==> config.mk <==
export PLATFORM = sky130hd
export DESIGN_NAME = watchdog_timer_with_feed_sequence_unit
export DESIGN_NICKNAME = d
export VERILOG_FILES = /design/src/rtl/core/wdtfs_pkg.sv /design/src/rtl/core/wdtfs_step.sv /design/src/rtl/core/watchdog_timer_with_feed_sequence_unit.sv
export SDC_FILE = /design/constraint.sdc
export NUM_CORES = 1
export LEC_CHECK = 0
export BUFFER_PORTS_ARGS = -buffer_cell sky130_fd_sc_hd__buf_4
export CORE_MARGIN = 3
export CORE_UTILIZATION = 60
export CTS_CLUSTER_DIAMETER = 200
export DETAILED_ROUTE_END_ITERATION = 7
export MAX_ROUTING_LAYER = met4
export PLACE_DENSITY = 0.81
export SETUP_SLACK_MARGIN = 0.05
export SYNTH_ARGS = -nofsm -noshare
export SYNTH_HDL_FRONTEND = slang
export SYNTH_SLANG_ARGS = --single-unit
==> constraint.sdc <==
create_clock -name clk -period 6.6 [get_ports clk]
set_clock_uncertainty 0.1 [all_clocks]
set_input_delay 0.66 -clock clk [delete_from_list [all_inputs] [get_ports clk]]
set_output_delay 0.66 -clock clk [all_outputs]
set_load 0.01 [all_outputs]
==> src/rtl/core/wdtfs_pkg.sv <==
// ----------------------------------------------------------------------------
// Watchdog package
// Types and fixed constants shared by the watchdog timer modules.
// ----------------------------------------------------------------------------
package wdtfs_pkg;

	// Width of a period code field.
	localparam int CODE_WIDTH = 4;

	// A period code c selects a timeout of 2^(PERIOD_BASE - c) ticks.
	localparam int PERIOD_BASE = 31;

	// Two-word feed sequence.
	localparam logic [7:0] FEED_FIRST  = 8'hA5;
	localparam logic [7:0] FEED_SECOND = 8'h5A;

	// Item kinds.
	typedef enum logic [1:0] {
		MODE_TICK      = 2'd0,
		MODE_CTRL      = 2'd1,
		MODE_FEED      = 2'd2,
		MODE_INT_CLEAR = 2'd3
	} mode_t;

	// Stored control register.
	typedef struct packed {
		logic                  enable;
		logic                  int_enable;
		logic                  reset_enable;
		logic [CODE_WIDTH-1:0] int_code;
		logic [CODE_WIDTH-1:0] reset_code;
	} ctrl_t;

	// Sticky flags and feed sequence state.
	typedef struct packed {
		logic feed_armed;
		logic int_flag;
		logic reset_flag;
	} flags_t;

endpackage

==> src/rtl/core/wdtfs_step.sv <==
// ----------------------------------------------------------------------------
// Watchdog next-state logic
// Applies one item to the stored watchdog state in a single combinational pass.
// ----------------------------------------------------------------------------
module wdtfs_step #(
	parameter int COUNT_WIDTH  = 32,
	parameter int PERIOD_CODES = 16
) (
	input  logic [1:0]                       mode,
	input  logic                             wr_enable,
	input  logic                             wr_int_enable,
	input  logic                             wr_reset_enable,
	input  logic [wdtfs_pkg::CODE_WIDTH-1:0] wr_int_period,
	input  logic [wdtfs_pkg::CODE_WIDTH-1:0] wr_reset_period,
	input  logic [7:0]                       feed_word,
	input  wdtfs_pkg::ctrl_t                 ctrl_cur,
	input  wdtfs_pkg::flags_t                flags_cur,
	input  logic [COUNT_WIDTH-1:0]           count_cur,
	output wdtfs_pkg::ctrl_t                 ctrl_nxt,
	output wdtfs_pkg::flags_t                flags_nxt,
	output logic [COUNT_WIDTH-1:0]           count_nxt
);

	localparam int CW = wdtfs_pkg::CODE_WIDTH;

	logic [COUNT_WIDTH-1:0] count_inc;
	logic                   int_hit;
	logic                   reset_hit;

	// Clamp a written period code to the last supported code.
	function automatic logic [CW-1:0] clamp_code(input logic [CW-1:0] code);
		if ({1'b0, code} >= (CW+1)'(PERIOD_CODES))
			return CW'(PERIOD_CODES - 1);
		return code;
	endfunction

	// The count has reached 2^(base - code) when any bit at or above that
	// position is set; positions beyond the counter are never reached.
	function automatic logic reached(input logic [COUNT_WIDTH-1:0] cnt,
			input logic [CW-1:0] code);
		logic [4:0] sh;
		sh = 5'(wdtfs_pkg::PERIOD_BASE) - {1'b0, code};
		return (cnt >> sh) != '0;
	endfunction

	// Saturating increment and expiry checks on the incremented count.
	assign count_inc = (count_cur == '1) ? count_cur : count_cur + 1'b1;
	assign int_hit   = reached(count_inc, ctrl_cur.int_code);
	assign reset_hit = reached(count_inc, ctrl_cur.reset_code);

	// Apply the item according to its kind.
	always_comb begin
		ctrl_nxt  = ctrl_cur;
		flags_nxt = flags_cur;
		count_nxt = count_cur;
		case (wdtfs_pkg::mode_t'(mode))
			wdtfs_pkg::MODE_TICK: begin
				if (ctrl_cur.enable) begin
					count_nxt = count_inc;
					if (ctrl_cur.int_enable && int_hit)
						flags_nxt.int_flag = 1'b1;
					if (ctrl_cur.reset_enable && reset_hit)
						flags_nxt.reset_flag = 1'b1;
				end
			end
			wdtfs_pkg::MODE_CTRL: begin
				ctrl_nxt.enable       = wr_enable;
				ctrl_nxt.int_enable   = wr_int_enable;
				ctrl_nxt.reset_enable = wr_reset_enable;
				ctrl_nxt.int_code     = clamp_code(wr_int_period);
				ctrl_nxt.reset_code   = clamp_code(wr_reset_period);
			end
			wdtfs_pkg::MODE_FEED: begin
				if (flags_cur.feed_armed && feed_word == wdtfs_pkg::FEED_SECOND) begin
					count_nxt            = '0;
					flags_nxt.reset_flag = 1'b0;
					flags_nxt.feed_armed = 1'b0;
				end else begin
					flags_nxt.feed_armed = (feed_word == wdtfs_pkg::FEED_FIRST);
				end
			end
			default: begin
				flags_nxt.int_flag = 1'b0;
			end
		endcase
	end

endmodule

==> src/rtl/core/watchdog_timer_with_feed_sequence_unit.sv <==
// ----------------------------------------------------------------------------
// Watchdog timer with feed sequence
// Tick-driven watchdog with interrupt and reset timeouts and a two-word feed.
// ----------------------------------------------------------------------------
// The block takes one item per clock cycle while the input is not stalled and
// returns one status item for each, in order. An accepted item is held in an
// input register and applied to the watchdog state in one pass of logic that
// also loads the status register, from which the status item is offered at the
// output. The input stalls only while a status item waits at the output and
// another item is already held in the input register.
module watchdog_timer_with_feed_sequence_unit #(
	parameter int COUNT_WIDTH  = 32,
	parameter int PERIOD_CODES = 16
) (
	input  logic                             clk,
	input  logic                             arst_n,
	input  logic                             in_valid,
	output logic                             in_stall,
	input  logic [1:0]                       mode,
	input  logic                             wr_enable,
	input  logic                             wr_int_enable,
	input  logic                             wr_reset_enable,
	input  logic [wdtfs_pkg::CODE_WIDTH-1:0] wr_int_period,
	input  logic [wdtfs_pkg::CODE_WIDTH-1:0] wr_reset_period,
	input  logic [7:0]                       feed_word,
	output logic                             out_valid,
	input  logic                             out_stall,
	output logic                             running,
	output logic                             int_selected,
	output logic                             reset_selected,
	output logic [wdtfs_pkg::CODE_WIDTH-1:0] int_code,
	output logic [wdtfs_pkg::CODE_WIDTH-1:0] reset_code,
	output logic                             int_pending,
	output logic                             reset_request,
	output logic [31:0]                      elapsed_ticks
);

	localparam int CW = wdtfs_pkg::CODE_WIDTH;

	// Input register stage.
	logic          item_valid_s1;
	logic [1:0]    mode_s1;
	logic          wr_enable_s1;
	logic          wr_int_enable_s1;
	logic          wr_reset_enable_s1;
	logic [CW-1:0] wr_int_period_s1;
	logic [CW-1:0] wr_reset_period_s1;
	logic [7:0]    feed_word_s1;

	// Watchdog state.
	wdtfs_pkg::ctrl_t       ctrl_q;
	wdtfs_pkg::flags_t      flags_q;
	logic [COUNT_WIDTH-1:0] count_q;

	wdtfs_pkg::ctrl_t       ctrl_nxt;
	wdtfs_pkg::flags_t      flags_nxt;
	logic [COUNT_WIDTH-1:0] count_nxt;

	// Result register.
	logic                   res_valid_q;
	wdtfs_pkg::ctrl_t       res_ctrl_q;
	wdtfs_pkg::flags_t      res_flags_q;
	logic [COUNT_WIDTH-1:0] res_count_q;

	logic advance;

	// The held item moves on whenever the result register is free or emptying.
	assign advance  = item_valid_s1 && (!res_valid_q || !out_stall);
	assign in_stall = item_valid_s1 && !advance;

	// Input register control.
	always_ff @(posedge clk or negedge arst_n) begin
		if (!arst_n) begin
			item_valid_s1 <= 1'b0;
		end else if (!in_stall) begin
			item_valid_s1 <= in_valid;
		end
	end

	// Input register payload.
	always_ff @(posedge clk) begin
		if (in_valid && !in_stall) begin
			mode_s1            <= mode;
			wr_enable_s1       <= wr_enable;
			wr_int_enable_s1   <= wr_int_enable;
			wr_reset_enable_s1 <= wr_reset_enable;
			wr_int_period_s1   <= wr_int_period;
			wr_reset_period_s1 <= wr_reset_period;
			feed_word_s1       <= feed_word;
		end
	end

	wdtfs_step #(
		.COUNT_WIDTH  (COUNT_WIDTH),
		.PERIOD_CODES (PERIOD_CODES)
	) u_step (
		.mode            (mode_s1),
		.wr_enable       (wr_enable_s1),
		.wr_int_enable   (wr_int_enable_s1),
		.wr_reset_enable (wr_reset_enable_s1),
		.wr_int_period   (wr_int_period_s1),
		.wr_reset_period (wr_reset_period_s1),
		.feed_word       (feed_word_s1),
		.ctrl_cur        (ctrl_q),
		.flags_cur       (flags_q),
		.count_cur       (count_q),
		.ctrl_nxt        (ctrl_nxt),
		.flags_nxt       (flags_nxt),
		.count_nxt       (count_nxt)
	);

	// Watchdog state update, one item per advance.
	always_ff @(posedge clk or negedge arst_n) begin
		if (!arst_n) begin
			ctrl_q  <= '0;
			flags_q <= '0;
			count_q <= '0;
		end else if (advance) begin
			ctrl_q  <= ctrl_nxt;
			flags_q <= flags_nxt;
			count_q <= count_nxt;
		end
	end

	// Result valid: set on advance, cleared once the item is taken.
	always_ff @(posedge clk or negedge arst_n) begin
		if (!arst_n) begin
			res_valid_q <= 1'b0;
		end else if (advance) begin
			res_valid_q <= 1'b1;
		end else if (!out_stall) begin
			res_valid_q <= 1'b0;
		end
	end

	// Result payload is the state after the item.
	always_ff @(posedge clk) begin
		if (advance) begin
			res_ctrl_q  <= ctrl_nxt;
			res_flags_q <= flags_nxt;
			res_count_q <= count_nxt;
		end
	end

	// Output ports.
	assign out_valid      = res_valid_q;
	assign running        = res_ctrl_q.enable;
	assign int_selected   = res_ctrl_q.int_enable;
	assign reset_selected = res_ctrl_q.reset_enable;
	assign int_code       = res_ctrl_q.int_code;
	assign reset_code     = res_ctrl_q.reset_code;
	assign int_pending    = res_flags_q.int_flag;
	assign reset_request  = res_flags_q.reset_flag;
	assign elapsed_ticks  = 32'(res_count_q);

endmodule

==> results.md, run 1 <==
- Synth-to-Final Area Change: 19.23%
- Initial antenna violation count: 0
- Worst EP arrival: ~4.2 ns
- 1st-pass router iterations: 5
- Maximum VDD drop: between 0.2 and 0.25 mV
- Die width: 107.1 µm
- Via density: 6.115
- Total of max-cap violations: 0
- RSZ-0062 raised after global routing: no
- Relative slew slack: 38.02%
- Layout Nets: between 600 and 700
- First-pass GRT wire length: approximately 25000 µm
- PwrDens: 304.1 nW/µm²
- H-tree levels: 4
- Fmax: 250.5 MHz
- Dominant synthesized flop cell: edfxtp_1
- Largest net degree at the start of global routing: 69
- Clock share of power: 44.8%
- Sw Share: a little over a quarter
- GRT Resource Usage Total: between 20 and 30%
- # rows: 36
- Postcts setup bufs: 0
- Synth cell types: 70
- Asr flop ratio synth: approximately 42%
- Clock Latency Late Sink: 0.53 ns
- Post-cts sizing count: 0
- Total power: 2223 µW
- Most frequent cell after synthesis: nand2_1
- Avg WL per Cell: 19.11 µm
- Global route overflow: 0
- CTS buffer count: 17
- R2R Setup Slk: around 2.6 ns
- CP Capture Type: flip-flop
- P_int: 1623 µW
- Buf/Inv on CP: 0
- Psw: 599.5 µW
- Final wirelength: 15460 µm
- Crit path max fanout: 13
- Crit-path slowest cell: or4_4
- PortBufs: 71
- Chip height: 107.1 µm
- Sequential share of the synthesized area: 51.93%
- Hold WC Path Type: input port to async pin
- Antenna diodes: 0
- Family with the most delay on the worst path: simple AND/OR/NAND/NOR gates
- Synthesized flop and latch total: 114
- CTS Hold Buffers Added: 0
- Combinational Power Share: about 14%
- Static Leak: 0.002965 µW
- Root buffer cell: clkbuf_8
- Clock period minus final worst setup slack: 3.992 ns
- Post-Syn Nets: 643
- CP startpoint kind: flip-flop
- Final Hold Slack: 0.07851 ns
- Clk pin slew, worst setup/hold paths: 0.06 ns
- Top-Level Pins: 72
- Slowest stage delay, CP: about 0.68 ns
- Vias in the first global route: just under 5000
- Mapped Area: approximately 6000 µm²
- Core Area: 9864 µm²
- Slew Limit Fails: 0
- Area leader, netlist: edfxtp_1
- Top-area cell type share of the netlist area: 32.33%
- Die ar.: 11470 µm²
- Synth warn: 0
- Run status: finished, final reports clean
- Tcrit/Tclk final: 60.49%
- Post-DP HPWL: 10070 µm
- Fin Setup TNS: 0 ns
- Synth Instances: 613
- DR vias: 4947
- Synth top cells by count: 145 x nand2_1, 66 x edfxtp_1, 53 x o21ai_0
- CTS sink cnt: ~110
- CP required: a little under 7 ns
- Initial Util: 62.14%
- Share of post-route cells with drive strength above 1: between 20% and 30%
- CTS tree: built
- Iter 0 DRT Violations: 385
- Crit-path cells: nand4_1 -> or4_4 -> o211ai_2 -> nor3_1 -> or4_1 -> o21a_1 -> o41ai_1 -> a21oi_1 -> a21o_1
- Endpoints failing setup: 0
- Critical path type: flip-flop to flip-flop
- Detail Route Antenna Nets: 0
- Synth top area cells: edfxtp_1 32%, dfrtp_1 20%, nand2_1 8.9%
- Worst-case clock buffer depth: 2
- DRC errors left: 0
- Mean Syn Cell Area: between 9 and 10 µm²
- Sequential share of power: 41.2%
- GP Congestion: 0.8923
- Dpl ws: 2.687 ns
- Final Hold Fails: 0
- Post-synth EDFFs: 66
- Setup slack after layout: 2.608 ns
- Slew of the pin with the lowest slew margin: between 0.9 and 1 ns
==> worst reg2reg max path, cell delays in order (launching register included) <==
cell and delay [ns]:
dfrtp_1 0.51, nand4_1 0.41, or4_4 0.68, o211ai_2 0.49
nor3_1 0.23, or4_1 0.55, o21a_1 0.18, o41ai_1 0.31
a21oi_1 0.14, a21o_1 0.17
==> power groups by stage <==
stage                     combinational (µW)  sequential [µW]  clock [µW]
after floorplan                          200              904           0
final                                    310              917         996
after global placement                   296              925           0
after detailed placement                 301              927           0
after global routing                     343              928        1040
after CTS                                308              915        1010
==> final timing paths <==
kind,startpoint,endpoint,cells after the start
setup / recovery,count_q[26],int_pending,9
hold / removal,arst_n,count_q[23],1
setup reg to reg,count_q[26],int_pending,9
hold reg to reg,flags_q[1],flags_q[1],1
max in group asynchronous,arst_n,count_q[22],1
min in group clk,wr_reset_enable,wr_reset_enable_s1,1
==> metrics by stage <==
step / instance area (µm²) / std cells / utilization, %
floorplan: 6130 / 613 / -
global placement: 6664 / 777 / 67.55
detailed placement: 6664 / 777 / 67.55
CTS: 7308 / 809 / 74.09
global route: 7308 / 809 / 74.09
finish: 7308 / 809 / 74.09
==> sequential cells by signal, indices dropped and copies added (netlist names), 2 cells and up <==
signal / count
count_q: 32
elapsed_ticks: 32
ctrl_q: 11
feed_word_s1: 8
int_code: 4
reset_code: 4
wr_int_period_s1: 4
wr_reset_period_s1: 4
flags_q: 3
mode_s1: 2
==> cells in the final DEF, fill, tap and decap left out, drive strengths merged, types with 3 or more instances in the layout <==
master | synthesis | layout
nor4 | 9 | 9
or3 | 4 | 4
and3 | 7 | 7
and4 | 3 | 3
mux2i | 3 | 3
a2111oi | 3 | 3
clkinv | 0 | 3
buf | 13 | 73
and2 | 6 | 6
or2 | 5 | 5
clkinvlp | 0 | 6
ha | 5 | 5
nor3 | 16 | 16
xor2 | 16 | 16
nand4 | 11 | 11
nand2b | 4 | 4
o211ai | 3 | 3
nand2 | 145 | 145
dfrtp | 48 | 48
nand3 | 12 | 12
nor2 | 24 | 24
nor2b | 3 | 3
xnor2 | 21 | 21
or4 | 5 | 5
edfxtp | 66 | 66
bufinv | 0 | 5
clkbuf | 29 | 17
inv | 15 | 16
a22o | 11 | 11
o41ai | 4 | 4
mux2 | 15 | 15
o2111ai | 3 | 3
o21ai | 55 | 55
a21oi | 7 | 7
o21a | 7 | 7
o31ai | 4 | 4
==> layer usage <==
layer,wire [µm],vias to the layer above,global-route usage [%]
met2,7546,206,45.62
li1,-,2301,-
met5,0,-,-
met1,6490,2408,37.31
met3,989,32,6.863
met4,437,0,12.69
==> kinds of logic (layout without fill, tap and decap cells) <==
group / Yosys count / after routing / share of synthesized area [%]
and+or+nand+nor: 262 / 262 / 21.17
buffers and inverters: 57 / 120 / 4.062
DFF: 114 / 114 / 51.93
AOI/OAI and AO/OA: 120 / 120 / 13.29
adders and majority gates: 5 / 5 / 1.021
muxes: 18 / 18 / 3.246
xor gates and xnor gates: 37 / 37 / 5.287
==> cell type report <==
class | instances | area, µm²
Sequential cell | 114 | 3183
Multi-Input combinational cell | 442 | 2709
Fill cell | 657 | 2556
Timing Repair Buffer | 73 | 548.0
Clock buffer | 17 | 414.1
Clock inverter | 15 | 230.2
Tap cell | 133 | 166.4
Inverter | 15 | 57.56
Power figures use the tool's default switching activity.
==> run 2, diff against run 1 <==
--- a/config.mk
+++ b/config.mk
@@ -5,13 +5,14 @@
 export SDC_FILE = /design/constraint.sdc
 export NUM_CORES = 1
 export LEC_CHECK = 0
+export ABC_AREA = 1
 export BUFFER_PORTS_ARGS = -buffer_cell sky130_fd_sc_hd__buf_4
 export CORE_MARGIN = 3
-export CORE_UTILIZATION = 60
+export CORE_UTILIZATION = 53
 export CTS_CLUSTER_DIAMETER = 200
 export DETAILED_ROUTE_END_ITERATION = 7
 export MAX_ROUTING_LAYER = met4
-export PLACE_DENSITY = 0.81
+export PLACE_DENSITY = 0.75
 export SETUP_SLACK_MARGIN = 0.05
 export SYNTH_ARGS = -nofsm -noshare
 export SYNTH_HDL_FRONTEND = slang
==> constraint.sdc (replaced) <==
create_clock -name clk -period 3.5 [get_ports clk]
set_clock_uncertainty 0.1 [all_clocks]
set_input_delay 0.35 -clock clk [delete_from_list [all_inputs] [get_ports clk]]
set_output_delay 0.35 -clock clk [all_outputs]
set_load 0.01 [all_outputs]
==> run 2 against run 1 <==
Effect of this change: power up 140%; utilization down 6.1 points; register-to-register slack worse by 1.9 ns; sequential share of layout area down 1.3 points; non-clock buffer count up 21; area after synthesis up 0.45%; critical endpoint is now count_q[13]; largest power group is now registers.
==> results.md, run 2 <==
- Run status: finished, final reports clean
- Dpl ws: 0.7390 ns (-1.948 ns)
- Most common cell after layout, fill and taps aside: nand2_1
- Area leader, netlist: edfxtp_1
- Worst Reg-to-Reg Cells: 16 (+7)
- Mean Syn Cell Area: 8.123 µm² (-19%)
- Avg WL per Cell: 17.66 µm (-7.6%)
- GP Congestion: 0.9241 (+3.6%)
- Layout Nets: 873 (+26%)
- CP Capture Type: flip-flop
- Hold WC Path Type: input port to flip-flop
- Mapped Area: 6157 µm² (+0.45%)
- Worst reg2reg path endpoint: count_q[13]
- Detail Route Antenna Nets: 0 (unchanged)
- Global route overflow: 0 (unchanged)
- Critical path type: flip-flop to flip-flop
- Core Area: 11080 µm² (+12%)
- H-tree levels: 4 (unchanged)
- Asr flop ratio synth: 42.11% (unchanged)
- Synth warn: 0 (unchanged)
- Root buffer cell: clkbuf_16
- Synth cell types: 38 (-46%)
- Antenna diodes: 0 (unchanged)
- GRT Resource Usage Total: 29.22% (-0.23 points)
- Post-Syn Nets: 788 (+23%)
- CP required: 3.72 ns (-3.07 ns)
- Clock period minus final worst setup slack: 2.818 ns (-1.174 ns)
- Relative slew slack: 45.29% (+7.3 points)
- R2R Setup Slk: 0.68 ns (-1.93 ns)
- Slew of the pin with the lowest slew margin: 0.8198 ns (-0.1079 ns)
- PortBufs: 71 (unchanged)
- Synth top area cells: edfxtp_1 32%, dfrtp_1 20%, nand2_1 13%
- Static Leak: 0.003191 µW (+7.6%)
- Post-Place Cells: 944 (+21%)
- DR vias: 5621 (+14%)
- 1st-pass router iterations: 5 (unchanged)
- Setup slack after layout: 0.6822 ns (-1.926 ns)
- Hold depth: 1
- PwrDens: 712.3 nW/µm² (+130%)
- Synth-to-Final Area Change: 22.37%
- Final Hold Fails: 0 (unchanged)
- Dominant synthesized flop cell: edfxtp_1
- Initial antenna violation count: 0 (unchanged)
- Crit path max fanout: 11 (-2)
- Sequential share of the synthesized area: 51.70% (-0.23 points)
- Initial Util: 55.58% (-6.6 points)
- First-pass GRT wire length: 28060 µm (+12%)
- Most frequent cells in the layout: 221 x nand2_1, 106 x o21ai_0, 73 x buf_4, 69 x inv_1, 66 x edfxtp_1
- DRC errors left: 0 (unchanged)
- FF-to-FF Start: count_q[0]
- Post-synth EDFFs: 66 (unchanged)
- Post-DP HPWL: 11870 µm (+18%)
- Synthesized flop and latch total: 114 (unchanged)
- Endpoints failing setup: 0 (unchanged)
- Final non-filler cell total: 996 (+23%)
- Clock Latency Late Sink: 0.42 ns (-0.11 ns)
- Fin Setup TNS: 0 ns (unchanged)
- CTS sink cnt: 114 (unchanged)
- Top-area cell type share of the netlist area: 32.19% (-0.14 points)
- Worst Hold Launch: wr_reset_period[1]
- Hold Path Sink: wr_reset_period_s1[1]
- # rows: 38 (+5.6%)
- Worst EP arrival: 3.03 ns (-1.15 ns)
- Postcts setup bufs: 0 (unchanged)
- Post-cts sizing count: 0 (unchanged)
- Worst-case clock buffer depth: 2 (unchanged)
- Die width: 113.8 µm (+6.3%)
- Via density: 5.644 (-7.7%)
- Vias in the first global route: 5516 (+14%)
- CTS Hold Buffers Added: 20 (+20)
- Largest net degree at the start of global routing: 84 (+22%)
- RSZ-0062 raised after global routing: no
- Final wirelength: 17590 µm (+14%)
- Fmax: 354.9 MHz (+42%)
- Tcrit/Tclk final: 80.51% (+20 points)
- Top-Level Pins: 72 (unchanged)
- Die ar.: 12950 µm² (+13%)
- Maximum VDD drop: 0.5719 mV (+140%)
- Iter 0 DRT Violations: 584 (+52%)
- Synth top cells by count: 221 x nand2_1, 107 x o21ai_0, 69 x inv_1
- Chip height: 113.8 µm (+6.3%)
- Clk pin slew, worst setup/hold paths: 0.06 ns (about the same)
- CP startpoint kind: flip-flop
- CTS buffer count: 17 (unchanged)
- Most frequent cell after synthesis: nand2_1
- CTS tree: built
- Synth Instances: 758 (+24%)
- Share of post-route cells with drive strength above 1: 15.07% (-5.6 points)
- Total of max-cap violations: 0 (unchanged)
- Slew Limit Fails: 0 (unchanged)
-- run 2: cell count changes in the layout (fill, tap and decap cells not counted), sizes merged, moves of 25 or more --
| cell | delta |
|---|---|
| nand2 | +83 |
| nor2 | +47 |
| nand3 | +38 |
| inv | +58 |
| o21ai | +54 |
| a21oi | +25 |
-- run 2: worst max-delay path by stage --
stage | endpoint | start | depth (start not counted) | slack (ns)
4_1_cts | count_q[13] | count_q[0] | 16 | 0.72
2_1_floorplan | reset_request | count_q[0] | 18 | 1.17
3_3_place_gp | reset_request | count_q[11] | 17 | 0.78
6_report | count_q[13] | count_q[0] | 16 | 0.68
5_1_grt | count_q[13] | count_q[0] | 16 | 0.38
3_5_place_dp | int_pending | count_q[0] | 17 | 0.74
-- run 2: final cells by class --
cell class	instances	area, µm²
repair buffers	94	768.2
clock inverters	15	135.1
well taps	140	175.2
flip-flops and latches	114	3183
inverters	72	272.8
multi-input cells	544	2575
fillers	896	3543
clock buffers	17	425.4
-- run 2: kinds of logic (layout without fill, tap and decap cells) --
family | after synthesis | after routing | share of synthesized area (%)
AOI/OAI and AO/OA | 152 | 152 | 12.76
xor gates and xnor gates | 7 | 7 | 0.9958
adders and majority gates | 5 | 5 | 1.016
buffers and inverters | 100 | 198 | 6.483
DFF | 114 | 114 | 51.70
muxes | 3 | 3 | 0.4877
and+or+nand+nor | 377 | 377 | 26.56
-- run 2: routing by layer --
layer,share of wire (%),up-vias,GRT usage [%],wire length (µm)
li1,-,2708,-,-
met4,2.8,0,12.27,485
met5,0,-,-,0
met2,48,223,46.72,8495
met1,44,2650,37.30,7719
met3,5.1,40,4.668,893
-- run 2: where the power goes --
group / switching, µW / total (µW) / internal (µW)
registers: 293 / 2090 / 1800
logic: 1060 / 1630 / 574
clock network: 667 / 1640 / 978
total: 2020 / 5370 / 3350
-- run 2: per-stage QoR --
step | hold slack, ns | cell area (µm²) | power [µW] | util (%)
after floorplan | -0.04559 | 6157 | 3091 | -
after global placement | 0.3138 | 6774 | 3655 | 61.15
after detailed placement | 0.3273 | 6774 | 3690 | 61.15
after CTS | 0.001084 | 7535 | 5360 | 68.01
after global routing | 0.0003852 | 7535 | 5669 | 68.01
final | 0.01159 | 7535 | 5367 | 68.01
-- run 2: critical path, stage by stage (launching register included) --
cell and delay (ns):
dfrtp_1 0.43, ha_1 0.30, inv_2 0.13, nor2_4 0.06
nand2_4 0.10, nor2_8 0.06, nand4_1 0.12, nand2_1 0.25
nor2_1 0.17, inv_1 0.09, nor2_1 0.24, nand3_1 0.15
a21oi_1 0.15, o21ai_0 0.09, o21ai_1 0.10, nand2_1 0.06
o21ai_0 0.11
